<file path="config.mk">
export PLATFORM = sky130hd
export DESIGN_NAME = mps_ctrl
export DESIGN_NICKNAME = d
export VERILOG_FILES = /design/src/mps_pkg.sv /design/src/mps_ctrl.sv
export SDC_FILE = /design/constraint.sdc
export NUM_CORES = 1
export LEC_CHECK = 0
export CORE_MARGIN = 1
export CORE_UTILIZATION = 30
export DETAILED_ROUTE_END_ITERATION = 10
export DONT_BUFFER_PORTS = 1
export SLEW_MARGIN = 5
export SYNTH_ARGS = -nofsm -noshare
export SYNTH_HDL_FRONTEND = slang
export SYNTH_SLANG_ARGS = --single-unit
</file>
<file path="constraint.sdc">
create_clock -name clk -period 3 [get_ports clk]
set_input_delay 0.6 -clock clk [delete_from_list [all_inputs] [get_ports clk]]
set_output_delay 0.6 -clock clk [all_outputs]
set_load 0.02 [all_outputs]
</file>
<file path="src/mps_pkg.sv">
// Shared types, constants and palette function for the Mandelbrot pixel shader.
package mps_pkg;

  localparam int PIXEL_W     = 12;
  localparam int SIDE_W      = 13;
  localparam int CFG_DATA_W  = 24;
  localparam int CFG_INDEX_W = 3;
  localparam int COLOR_W     = 8;
  localparam int FRAC_BITS   = 40;
  localparam int WORD_W      = 64;
  localparam int DIVIDEND_W  = SIDE_W + FRAC_BITS;

  localparam int DEFAULT_MAX_ITERATIONS = 128;
  localparam int DEFAULT_MAX_SIDE       = 4096;

  localparam logic [SIDE_W-1:0]     RESET_FRAME_WIDTH  = 13'd1024;
  localparam logic [SIDE_W-1:0]     RESET_FRAME_HEIGHT = 13'd768;
  localparam logic [CFG_DATA_W-1:0] RESET_ZOOM_SCALE   = 24'd16777215;
  localparam logic [CFG_DATA_W-1:0] RESET_COS_ROTATION = 24'd4194304;
  localparam logic [CFG_DATA_W-1:0] RESET_SIN_ROTATION = 24'd0;

  localparam logic signed [WORD_W-1:0] CENTRE_X   = -64'sd819136162693;
  localparam logic signed [WORD_W-1:0] CENTRE_Y   = 64'sd204509162766;
  localparam logic signed [WORD_W-1:0] ESCAPE_LIM = 64'sh0000_8000_0000_0000;
  localparam logic signed [WORD_W-1:0] ESCAPE_SQ  = 64'sh0040_0000_0000_0000;

  localparam logic signed [WORD_W-1:0] PI_Q30      = 64'sd3373259426;
  localparam logic signed [WORD_W-1:0] TWO_PI_Q30  = 64'sd6746518852;
  localparam logic [WORD_W-1:0]        HALF_PI_Q30 = 64'd1686629713;
  localparam logic [WORD_W-1:0]        ONE_Q30     = 64'd1073741824;

  typedef enum logic [CFG_INDEX_W-1:0] {
    REG_FRAME_WIDTH  = 3'd0,
    REG_FRAME_HEIGHT = 3'd1,
    REG_ZOOM_SCALE   = 3'd2,
    REG_COS_ROTATION = 3'd3,
    REG_SIN_ROTATION = 3'd4
  } cfg_reg_t;

  typedef enum logic [1:0] {SH22, SH24, SH39, SH40} shift_t;

  typedef enum logic [3:0] {
    OP_NOP, OP_LOAD, OP_DIV_X, OP_DIV_Y, OP_MUL, OP_POST, OP_ADVANCE, OP_FINISH
  } dp_op_t;

  typedef enum logic [3:0] {
    MUL_PX_CA, MUL_PY_SA, MUL_PX_SA, MUL_PY_CA, MUL_RX_Z, MUL_RY_Z,
    MUL_ZX_ZX, MUL_ZY_ZY, MUL_ZX_ZY, MUL_NX_NX, MUL_NY_NY
  } mul_sel_t;

  typedef enum logic [2:0] {
    POST_ACC_LOAD, POST_ACC_ADD, POST_SUB_RX, POST_ADD_RY,
    POST_CX, POST_CY, POST_NX, POST_NY
  } post_op_t;

  typedef enum logic [3:0] {
    STEP_PX_CA, STEP_PY_SA, STEP_PX_SA, STEP_PY_CA, STEP_RX_Z, STEP_RY_Z,
    STEP_ZX_ZX, STEP_ZY_ZY, STEP_ZX_ZY, STEP_NX_NX, STEP_NY_NY
  } step_t;

  typedef enum logic [3:0] {
    S_IDLE, S_CHECK, S_DIVX, S_DIVY, S_MUL, S_MULW, S_BOUND, S_ESC, S_OUT
  } ctrl_state_t;

  typedef struct packed {
    dp_op_t   op;
    mul_sel_t mul_sel;
    post_op_t post;
  } dp_cmd_t;

  typedef struct packed {
    logic outside;
    logic div_done;
    logic mul_done;
    logic bound_hit;
    logic escaped;
    logic last_iter;
    logic out_full;
  } dp_status_t;

  typedef struct packed {
    mul_sel_t mul_sel;
    post_op_t post;
  } step_cmd_t;

  function automatic step_cmd_t step_cmd(input step_t step);
    step_cmd_t sc;
    unique case (step)
      STEP_PX_CA: sc = '{mul_sel: MUL_PX_CA, post: POST_ACC_LOAD};
      STEP_PY_SA: sc = '{mul_sel: MUL_PY_SA, post: POST_SUB_RX};
      STEP_PX_SA: sc = '{mul_sel: MUL_PX_SA, post: POST_ACC_LOAD};
      STEP_PY_CA: sc = '{mul_sel: MUL_PY_CA, post: POST_ADD_RY};
      STEP_RX_Z:  sc = '{mul_sel: MUL_RX_Z,  post: POST_CX};
      STEP_RY_Z:  sc = '{mul_sel: MUL_RY_Z,  post: POST_CY};
      STEP_ZX_ZX: sc = '{mul_sel: MUL_ZX_ZX, post: POST_ACC_LOAD};
      STEP_ZY_ZY: sc = '{mul_sel: MUL_ZY_ZY, post: POST_NX};
      STEP_ZX_ZY: sc = '{mul_sel: MUL_ZX_ZY, post: POST_NY};
      STEP_NX_NX: sc = '{mul_sel: MUL_NX_NX, post: POST_ACC_LOAD};
      STEP_NY_NY: sc = '{mul_sel: MUL_NY_NY, post: POST_ACC_ADD};
      default:    sc = '{mul_sel: MUL_PX_CA, post: POST_ACC_LOAD};
    endcase
    return sc;
  endfunction

  // palette byte for iteration count and channel phase in tenths of a radian
  function automatic logic [COLOR_W-1:0] palette_byte(input int unsigned count,
                                                      input int unsigned offset);
    logic [WORD_W-1:0]        tenths;
    logic [WORD_W-1:0]        a;
    logic [WORD_W-1:0]        x;
    logic [WORD_W-1:0]        x2;
    logic [WORD_W-1:0]        term;
    logic [WORD_W-1:0]        v;
    logic signed [WORD_W-1:0] sa;
    logic signed [WORD_W-1:0] sum;
    logic                     neg;
    tenths = 64'(30 + 3 * count + offset);
    a = (tenths * ONE_Q30 + 64'd5) / 64'd10;
    a = a % TWO_PI_Q30;
    sa = signed'(a);
    if (sa > PI_Q30) begin
      sa = sa - TWO_PI_Q30;
    end
    x = (sa < 0) ? 64'(-sa) : 64'(sa);
    neg = 1'b0;
    if (x > HALF_PI_Q30) begin
      x = 64'(PI_Q30) - x;
      neg = 1'b1;
    end
    x2 = (x * x) >> 30;
    term = ONE_Q30;
    sum = signed'(ONE_Q30);
    term = ((term * x2) >> 30) / 64'd2;
    sum = sum - signed'(term);
    term = ((term * x2) >> 30) / 64'd12;
    sum = sum + signed'(term);
    term = ((term * x2) >> 30) / 64'd30;
    sum = sum - signed'(term);
    term = ((term * x2) >> 30) / 64'd56;
    sum = sum + signed'(term);
    term = ((term * x2) >> 30) / 64'd90;
    sum = sum - signed'(term);
    term = ((term * x2) >> 30) / 64'd132;
    sum = sum + signed'(term);
    term = ((term * x2) >> 30) / 64'd182;
    sum = sum - signed'(term);
    if (sum < 0) begin
      sum = '0;
    end
    if (sum > signed'(ONE_Q30)) begin
      sum = signed'(ONE_Q30);
    end
    if (neg) begin
      sum = -sum;
    end
    v = ONE_Q30 + unsigned'(sum);
    return COLOR_W'((v * 64'd255) >> 31);
  endfunction

endpackage

</file>
<file path="src/mps_ctrl.sv">
// Controller: sequences mapping, rotation, orbit iterations and color output.
module mps_ctrl (
  input  logic                clk,
  input  logic                rst,
  input  logic                in_valid,
  output logic                in_ready,
  input  mps_pkg::dp_status_t status,
  output mps_pkg::dp_cmd_t    cmd
);

  mps_pkg::ctrl_state_t state, state_next;
  mps_pkg::step_t       step, step_next;
  mps_pkg::step_cmd_t   sc;

  always_ff @(posedge clk) begin
    if (rst) begin
      state <= mps_pkg::S_IDLE;
      step <= mps_pkg::STEP_PX_CA;
    end else begin
      state <= state_next;
      step <= step_next;
    end
  end

  always_comb begin
    state_next = state;
    step_next = step;
    in_ready = 1'b0;
    sc = mps_pkg::step_cmd(step);
    cmd = '{op: mps_pkg::OP_NOP, mul_sel: sc.mul_sel, post: sc.post};
    unique case (state)
      mps_pkg::S_IDLE: begin
        in_ready = 1'b1;
        if (in_valid) begin
          cmd.op = mps_pkg::OP_LOAD;
          state_next = mps_pkg::S_CHECK;
        end
      end
      mps_pkg::S_CHECK: begin
        if (status.outside) begin
          state_next = mps_pkg::S_IDLE;
        end else begin
          cmd.op = mps_pkg::OP_DIV_X;
          state_next = mps_pkg::S_DIVX;
        end
      end
      mps_pkg::S_DIVX: begin
        if (status.div_done) begin
          cmd.op = mps_pkg::OP_DIV_Y;
          state_next = mps_pkg::S_DIVY;
        end
      end
      mps_pkg::S_DIVY: begin
        if (status.div_done) begin
          step_next = mps_pkg::STEP_PX_CA;
          state_next = mps_pkg::S_MUL;
        end
      end
      mps_pkg::S_MUL: begin
        cmd.op = mps_pkg::OP_MUL;
        state_next = mps_pkg::S_MULW;
      end
      mps_pkg::S_MULW: begin
        if (status.mul_done) begin
          cmd.op = mps_pkg::OP_POST;
          if (step == mps_pkg::STEP_ZX_ZY) begin
            state_next = mps_pkg::S_BOUND;
          end else if (step == mps_pkg::STEP_NY_NY) begin
            state_next = mps_pkg::S_ESC;
          end else begin
            step_next = mps_pkg::step_t'(step + 4'd1);
            state_next = mps_pkg::S_MUL;
          end
        end
      end
      mps_pkg::S_BOUND: begin
        if (status.bound_hit) begin
          state_next = mps_pkg::S_OUT;
        end else begin
          step_next = mps_pkg::STEP_NX_NX;
          state_next = mps_pkg::S_MUL;
        end
      end
      mps_pkg::S_ESC: begin
        if (status.escaped) begin
          state_next = mps_pkg::S_OUT;
        end else begin
          cmd.op = mps_pkg::OP_ADVANCE;
          if (status.last_iter) begin
            state_next = mps_pkg::S_OUT;
          end else begin
            step_next = mps_pkg::STEP_ZX_ZX;
            state_next = mps_pkg::S_MUL;
          end
        end
      end
      mps_pkg::S_OUT: begin
        if (!status.out_full) begin
          cmd.op = mps_pkg::OP_FINISH;
          state_next = mps_pkg::S_IDLE;
        end
      end
      default: state_next = mps_pkg::S_IDLE;
    endcase
  end

endmodule

</file>
# == Yosys cells after proc, flatten, opt, wreduce, memory -nomap -nowiden ==
# Memory sizes are Yosys's and may differ from the RTL's. A register that Yosys moved wholly into a read port is not among the register bits.
# Cells that the tools add are included.
# word_totals
in_bits,10
rom_bits,112
memories,1
out_inout_bits,12
reg_bits,8
# memory_table
memory,words,width,read_ports,rd_clocked_by_memory_dff,write_ports,line_no,text
(name not given),16,7,1,1,0,mps_pkg.sv:88,unique case (step)
# classes
reduce_logical,4
n_eq_ne,20
mux,29
addsub,1
# op_table
cell,count
4-bit two-way mux,17
4-bit case mux with 9 select lines,1
3-bit case mux with 7 select lines,1
"2-bit inequality test, second input constant",10
"4-bit by 3-bit == test with 1-bit output, second input constant",4
4-bit case mux with 4 select lines,1
"4-bit == test, second input constant",3
3-bit two-way mux,3
"4-bit by 2-bit == test with 1-bit output, second input constant",2
2-bit two-way mux,4
8-bit AND reduction,1
5-bit AND reduction,1
"4-bit by 1-bit adder with 4-bit output, second input constant",1
"4-bit by 1-bit == test with 1-bit output, second input constant",1
4-bit zero test,1
4-bit nonzero test,1
1-bit two-way mux,2

# == Longest topological paths before layout ==
# depth
depth_word,7
mapped_depth,8

# == Worst setup path after synthesis ==
# Ideal clock, no wire load.
# synth_path
path_type,flip-flop to flip-flop
start,reg step[0]
end,reg sc[0] (netlist name)
t_arrival_ns,2.021
n_path_buf,0
stages_incl_launch_ff,9
setup_ns,0.130
synth_period_minus_slack_ns,2.151
t_required_ns,2.870
path_slack_ns,0.849
path_cell_list,dfxtp_1 -> inv_1 -> ha_1 -> or2_2 -> o2bb2ai_1 -> or3_1 -> a31o_2 -> o211ai_2 -> o211ai_1
# synth_via
elab_chain_len,7
elab_cells_between_ends,12
# synth_rtl
element,line_no,text
"start, declared",mps_ctrl.sv:12,"mps_pkg::step_t step, step_next;"
"start signal, assigned",mps_ctrl.sv:18,step <= mps_pkg::STEP_PX_CA;
"start signal, assigned",mps_ctrl.sv:21,step <= step_next;
4-bit by 1-bit adder with 4-bit output,mps_ctrl.sv:71,step_next = mps_pkg::step_t'(step + 4'd1);
4-bit two-way mux,mps_ctrl.sv:68,end else if (step == mps_pkg::STEP_NY_NY) begin
4-bit two-way mux,mps_ctrl.sv:66,if (step == mps_pkg::STEP_ZX_ZY) begin
4-bit two-way mux,mps_ctrl.sv:64,if (status.mul_done) begin
4-bit case mux with 4 select lines,mps_ctrl.sv:31,unique case (state)
4-bit two-way mux (no source line) (*) (2 in a row),n/a,
# Mark *: on every way between the ends. The rest lies on a longest branch, timed or not. The select of a mux whose other input is x is not followed.
# A chain may end at the register's enable or synchronous reset.

==> impl_results.md <==
* Final antenna diode count at 0
* Half-perimeter wire length after detailed placement at 2032 um
* Worst clock skew on the final layout at 0.006683 ns
* DRT antenna net count at 0
* Smallest setup slack after layout at 0.4463 ns
* Type of destination of the critical path: primary output
* Relative area change from synthesis to final layout at 4.811%
* Slew Limit Fails at 0
* Power per cell area at 496.6 mW/mm^2
* Net count after synthesis at 156
* Fmax at 0.3916 GHz
* Top library cells by usage in the layout, fill and taps aside: 17 x sky130_fd_sc_hd__nor2_1, 15 x sky130_fd_sc_hd__dfxtp_1, 9 x sky130_fd_sc_hd__inv_1
* Share of power burned in combinational logic at 35.1%
* H-tree level count at 1
* Outcome: completed
* Unrepaired setup endpoints after global routing: no
* Setup repair bufs after CTS at 0
* Post-synthesis average cell area at 7.638 sq um
* Number of resized instances in the post-cts repair step at 0
* Required time of the worst setup path at 2.40 ns
* Total vias in the final route at 1063
* Distinct cell type count of the synthesized netlist at 52
* Class of the tightest hold or removal check: input port to flip-flop
* Final total negative setup slack at 0 ns
* Critical path peak fanout at 17
* Final Hold Fails at 0
* Maximum Capacitance Violations at 0
* Total gr overflow at 0
* Met1 Resource Use GR at 18.59%
* Reg-to-reg slack, setup at 0.53 ns
* Fraction of power spent switching nets at 39.45%
* Number of rows in the core area at 21
* Number of buffers created by CTS at 3
* Width of the die at 62.34 um
* Category of the critical setup timing path: flip-flop to primary output
* Relative contribution of the clock network to total power at 20.4%
* Worst flop-to-flop path endpoint: sc[0]
* Total wirelength of the detailed-routed design at 2737 um
* Avg WL per Cell at 14.72 um
* Placeable core area at 0.003416 sq mm
* Number of antenna violations at the first check in global routing at 0
* Psw at 224.3 uW
* # IOs at 22
* Global routing's busiest layer: met2
* Die area at 0.003886 sq mm
* Most used flip-flop cell after synthesis: sky130_fd_sc_hd__dfxtp_1
* Number of hold buffers added after CTS at 0
* Data arrival, critical path at 1.95 ns
* Height of the chip at 62.34 um
* Share of post-route cells with drive strength above 1 at 10.71%
* Sequential cell fraction of total power at 44.5%
* Yosys reg bits at 15
* Met2 usage in global routing at 23.35%
* Number of instances in the synthesized netlist at 143
* TritonCTS clock tree: built
* Worst reg2reg path startpoint: step[0]
* Endpoint of the worst hold-timing path: state[3]
* Most common cell after layout, fill and taps aside: sky130_fd_sc_hd__nor2_1
* Worst Tran Pin Value at 0.6949 ns
* Register clock-pin slew on the reported worst setup and hold paths at 0.09 ns
* Final count of negative-setup-slack endpoints at 0
* Via-to-Cell Ratio at 5.715
* Minimum clock period at 2.554 ns
* Count of yosys warnings during synthesis at 0
* Max transition margin at 53.28%
* Final critical-path share of the clock period at 85.12%
* CP startpoint kind: flip-flop
* Cell internal pwr at 344.2 uW
* Skew-Pair Late Insertion Delay at 0.28 ns
* Number of instances on the worst hold path at 1
* Number of cell instances on the worst register-to-register path at 8
* Largest net degree at the start of global routing at 24
* EDFF count, synth at 0
* Router iterations before antenna repair at 5
* Global placer's final weighted congestion at 0.8440
* Clk sinks at 15
* Maximum clock insertion buffer count at 2
* Min-Delay Startpoint: rst
* Root Buffer: sky130_fd_sc_hd__clkbuf_4
* Overall global routing resource usage at 14.45%
* Global-route met3 utilization at 4.596%
* Post-synth ARST share at 0%
* DRC violation total after the first TritonRoute iteration at 97
* Remaining DRCs at 0
* VDD IR-drop max at 0.1878 mV
* Wire length of the first global-routing pass at 4657 um
* Dpl ws at 0.5609 ns
* Sequential-to-total area share from yosys stat at 27.49%
* Number of global-route vias before repair at 1042
* LEAKAGE at 0.0003881 uW
* Number of buffers added on ports at 0
* Mapped cell area at 0.001092 sq mm
* Starting density of the core at 31.98%
* Nets at 154
[how the worst max path moves through the flow]
stage,endpoint,slack (ns),cells past startpoint,startpoint
finish,cmd[9],0.45,3,state[2]
global route,sc[2],0.28,6,state[1]
CTS,cmd[9],0.49,3,state[2]
detailed placement,sc[2],0.56,8,step[0]
global placement,sc[0],0.65,8,step[0]
floorplan,sc[0],0.85,8,step[0]
[synthesized netlist by cell type, drive strengths merged, types with 2 or more instances]
library cell,n,share of area [%]
nand4b,2,1.6
nand2,7,2.6
o22a,2,1.6
a31oi,5,2.9
nand3,6,2.7
o32a,2,1.8
a2bb2oi,2,1.6
ha,3,3.4
buf,4,2.2
nor2b,3,1.7
nand4,2,1.1
clkbuf,4,1.4
dfxtp,15,27
a21oi,7,3.6
nor4,2,1.1
nor3,4,1.8
nor2,18,6.4
o22ai,2,1.1
or3,3,1.7
o21ai,8,3.7
o211ai,3,2.5
nand2b,7,4.0
a31o,2,1.6
inv,9,3.1
[flip-flops by register name, indices dropped and copies added (netlist names)]
register	cells
sc	7
state	4
step	4
[worst max-delay path, stage by stage, from the launching register on]
cell	delay (ns)
sky130_fd_sc_hd__dfxtp_1	0.71
sky130_fd_sc_hd__nand2b_1	0.31
sky130_fd_sc_hd__o32ai_1	0.42
sky130_fd_sc_hd__a21o_1	0.24
[power groups by stage]
stage | registers [uW] | clock network (uW) | logic [uW]
floorplan | 221 | 0 | 195
CTS | 252 | 122 | 197
detailed placement | 257 | 0 | 196
global placement | 255 | 0 | 193
global route | 259 | 132 | 217
finish | 253 | 116 | 200
[cells by family after synthesis]
logic type	count (synthesis)	share of synthesized area, %
adder cells (fa/ha/maj)	3	3.437
multiplexers	2	2.291
AND/OR/NAND/NOR	58	28.41
flip-flops	15	27.49
buffers and inverters	17	6.642
other	1	0.3433
AO/OA/AOI/OAI	47	31.39
[area by class of cell]
type	instances	area [sq um]
fillers	376	2271
multi-input cells	111	719.4
flip-flops and latches	15	300.3
well taps	46	57.56
inverters	9	33.78
clock buffers	4	26.28
repair buffers	1	7.507
[per-layer routing]
layer	part of all wire [%]	vias up
li1	-	524
met1	46	498
met2	46	39
met3	8.4	2
met4	0.15	0
met5	0	-
[metrics by stage]
| stage | area [sq um] | std cells | hold WS (ns) | total power, uW | utilization [%] |
|---|---|---|---|---|---|
| floorplan | 1092 | 143 | 0.6650 | 416.6 | - |
| CTS | 1145 | 186 | 0.3674 | 572.0 | 33.52 |
| global placement | 1119 | 182 | 0.6769 | 447.5 | 32.75 |
| detailed placement | 1119 | 182 | 0.6773 | 453.5 | 32.75 |
| global route | 1145 | 186 | 0.3576 | 607.4 | 33.52 |
| finish | 1145 | 186 | 0.3729 | 568.5 | 33.52 |
Power figures use the tool's default switching activity.
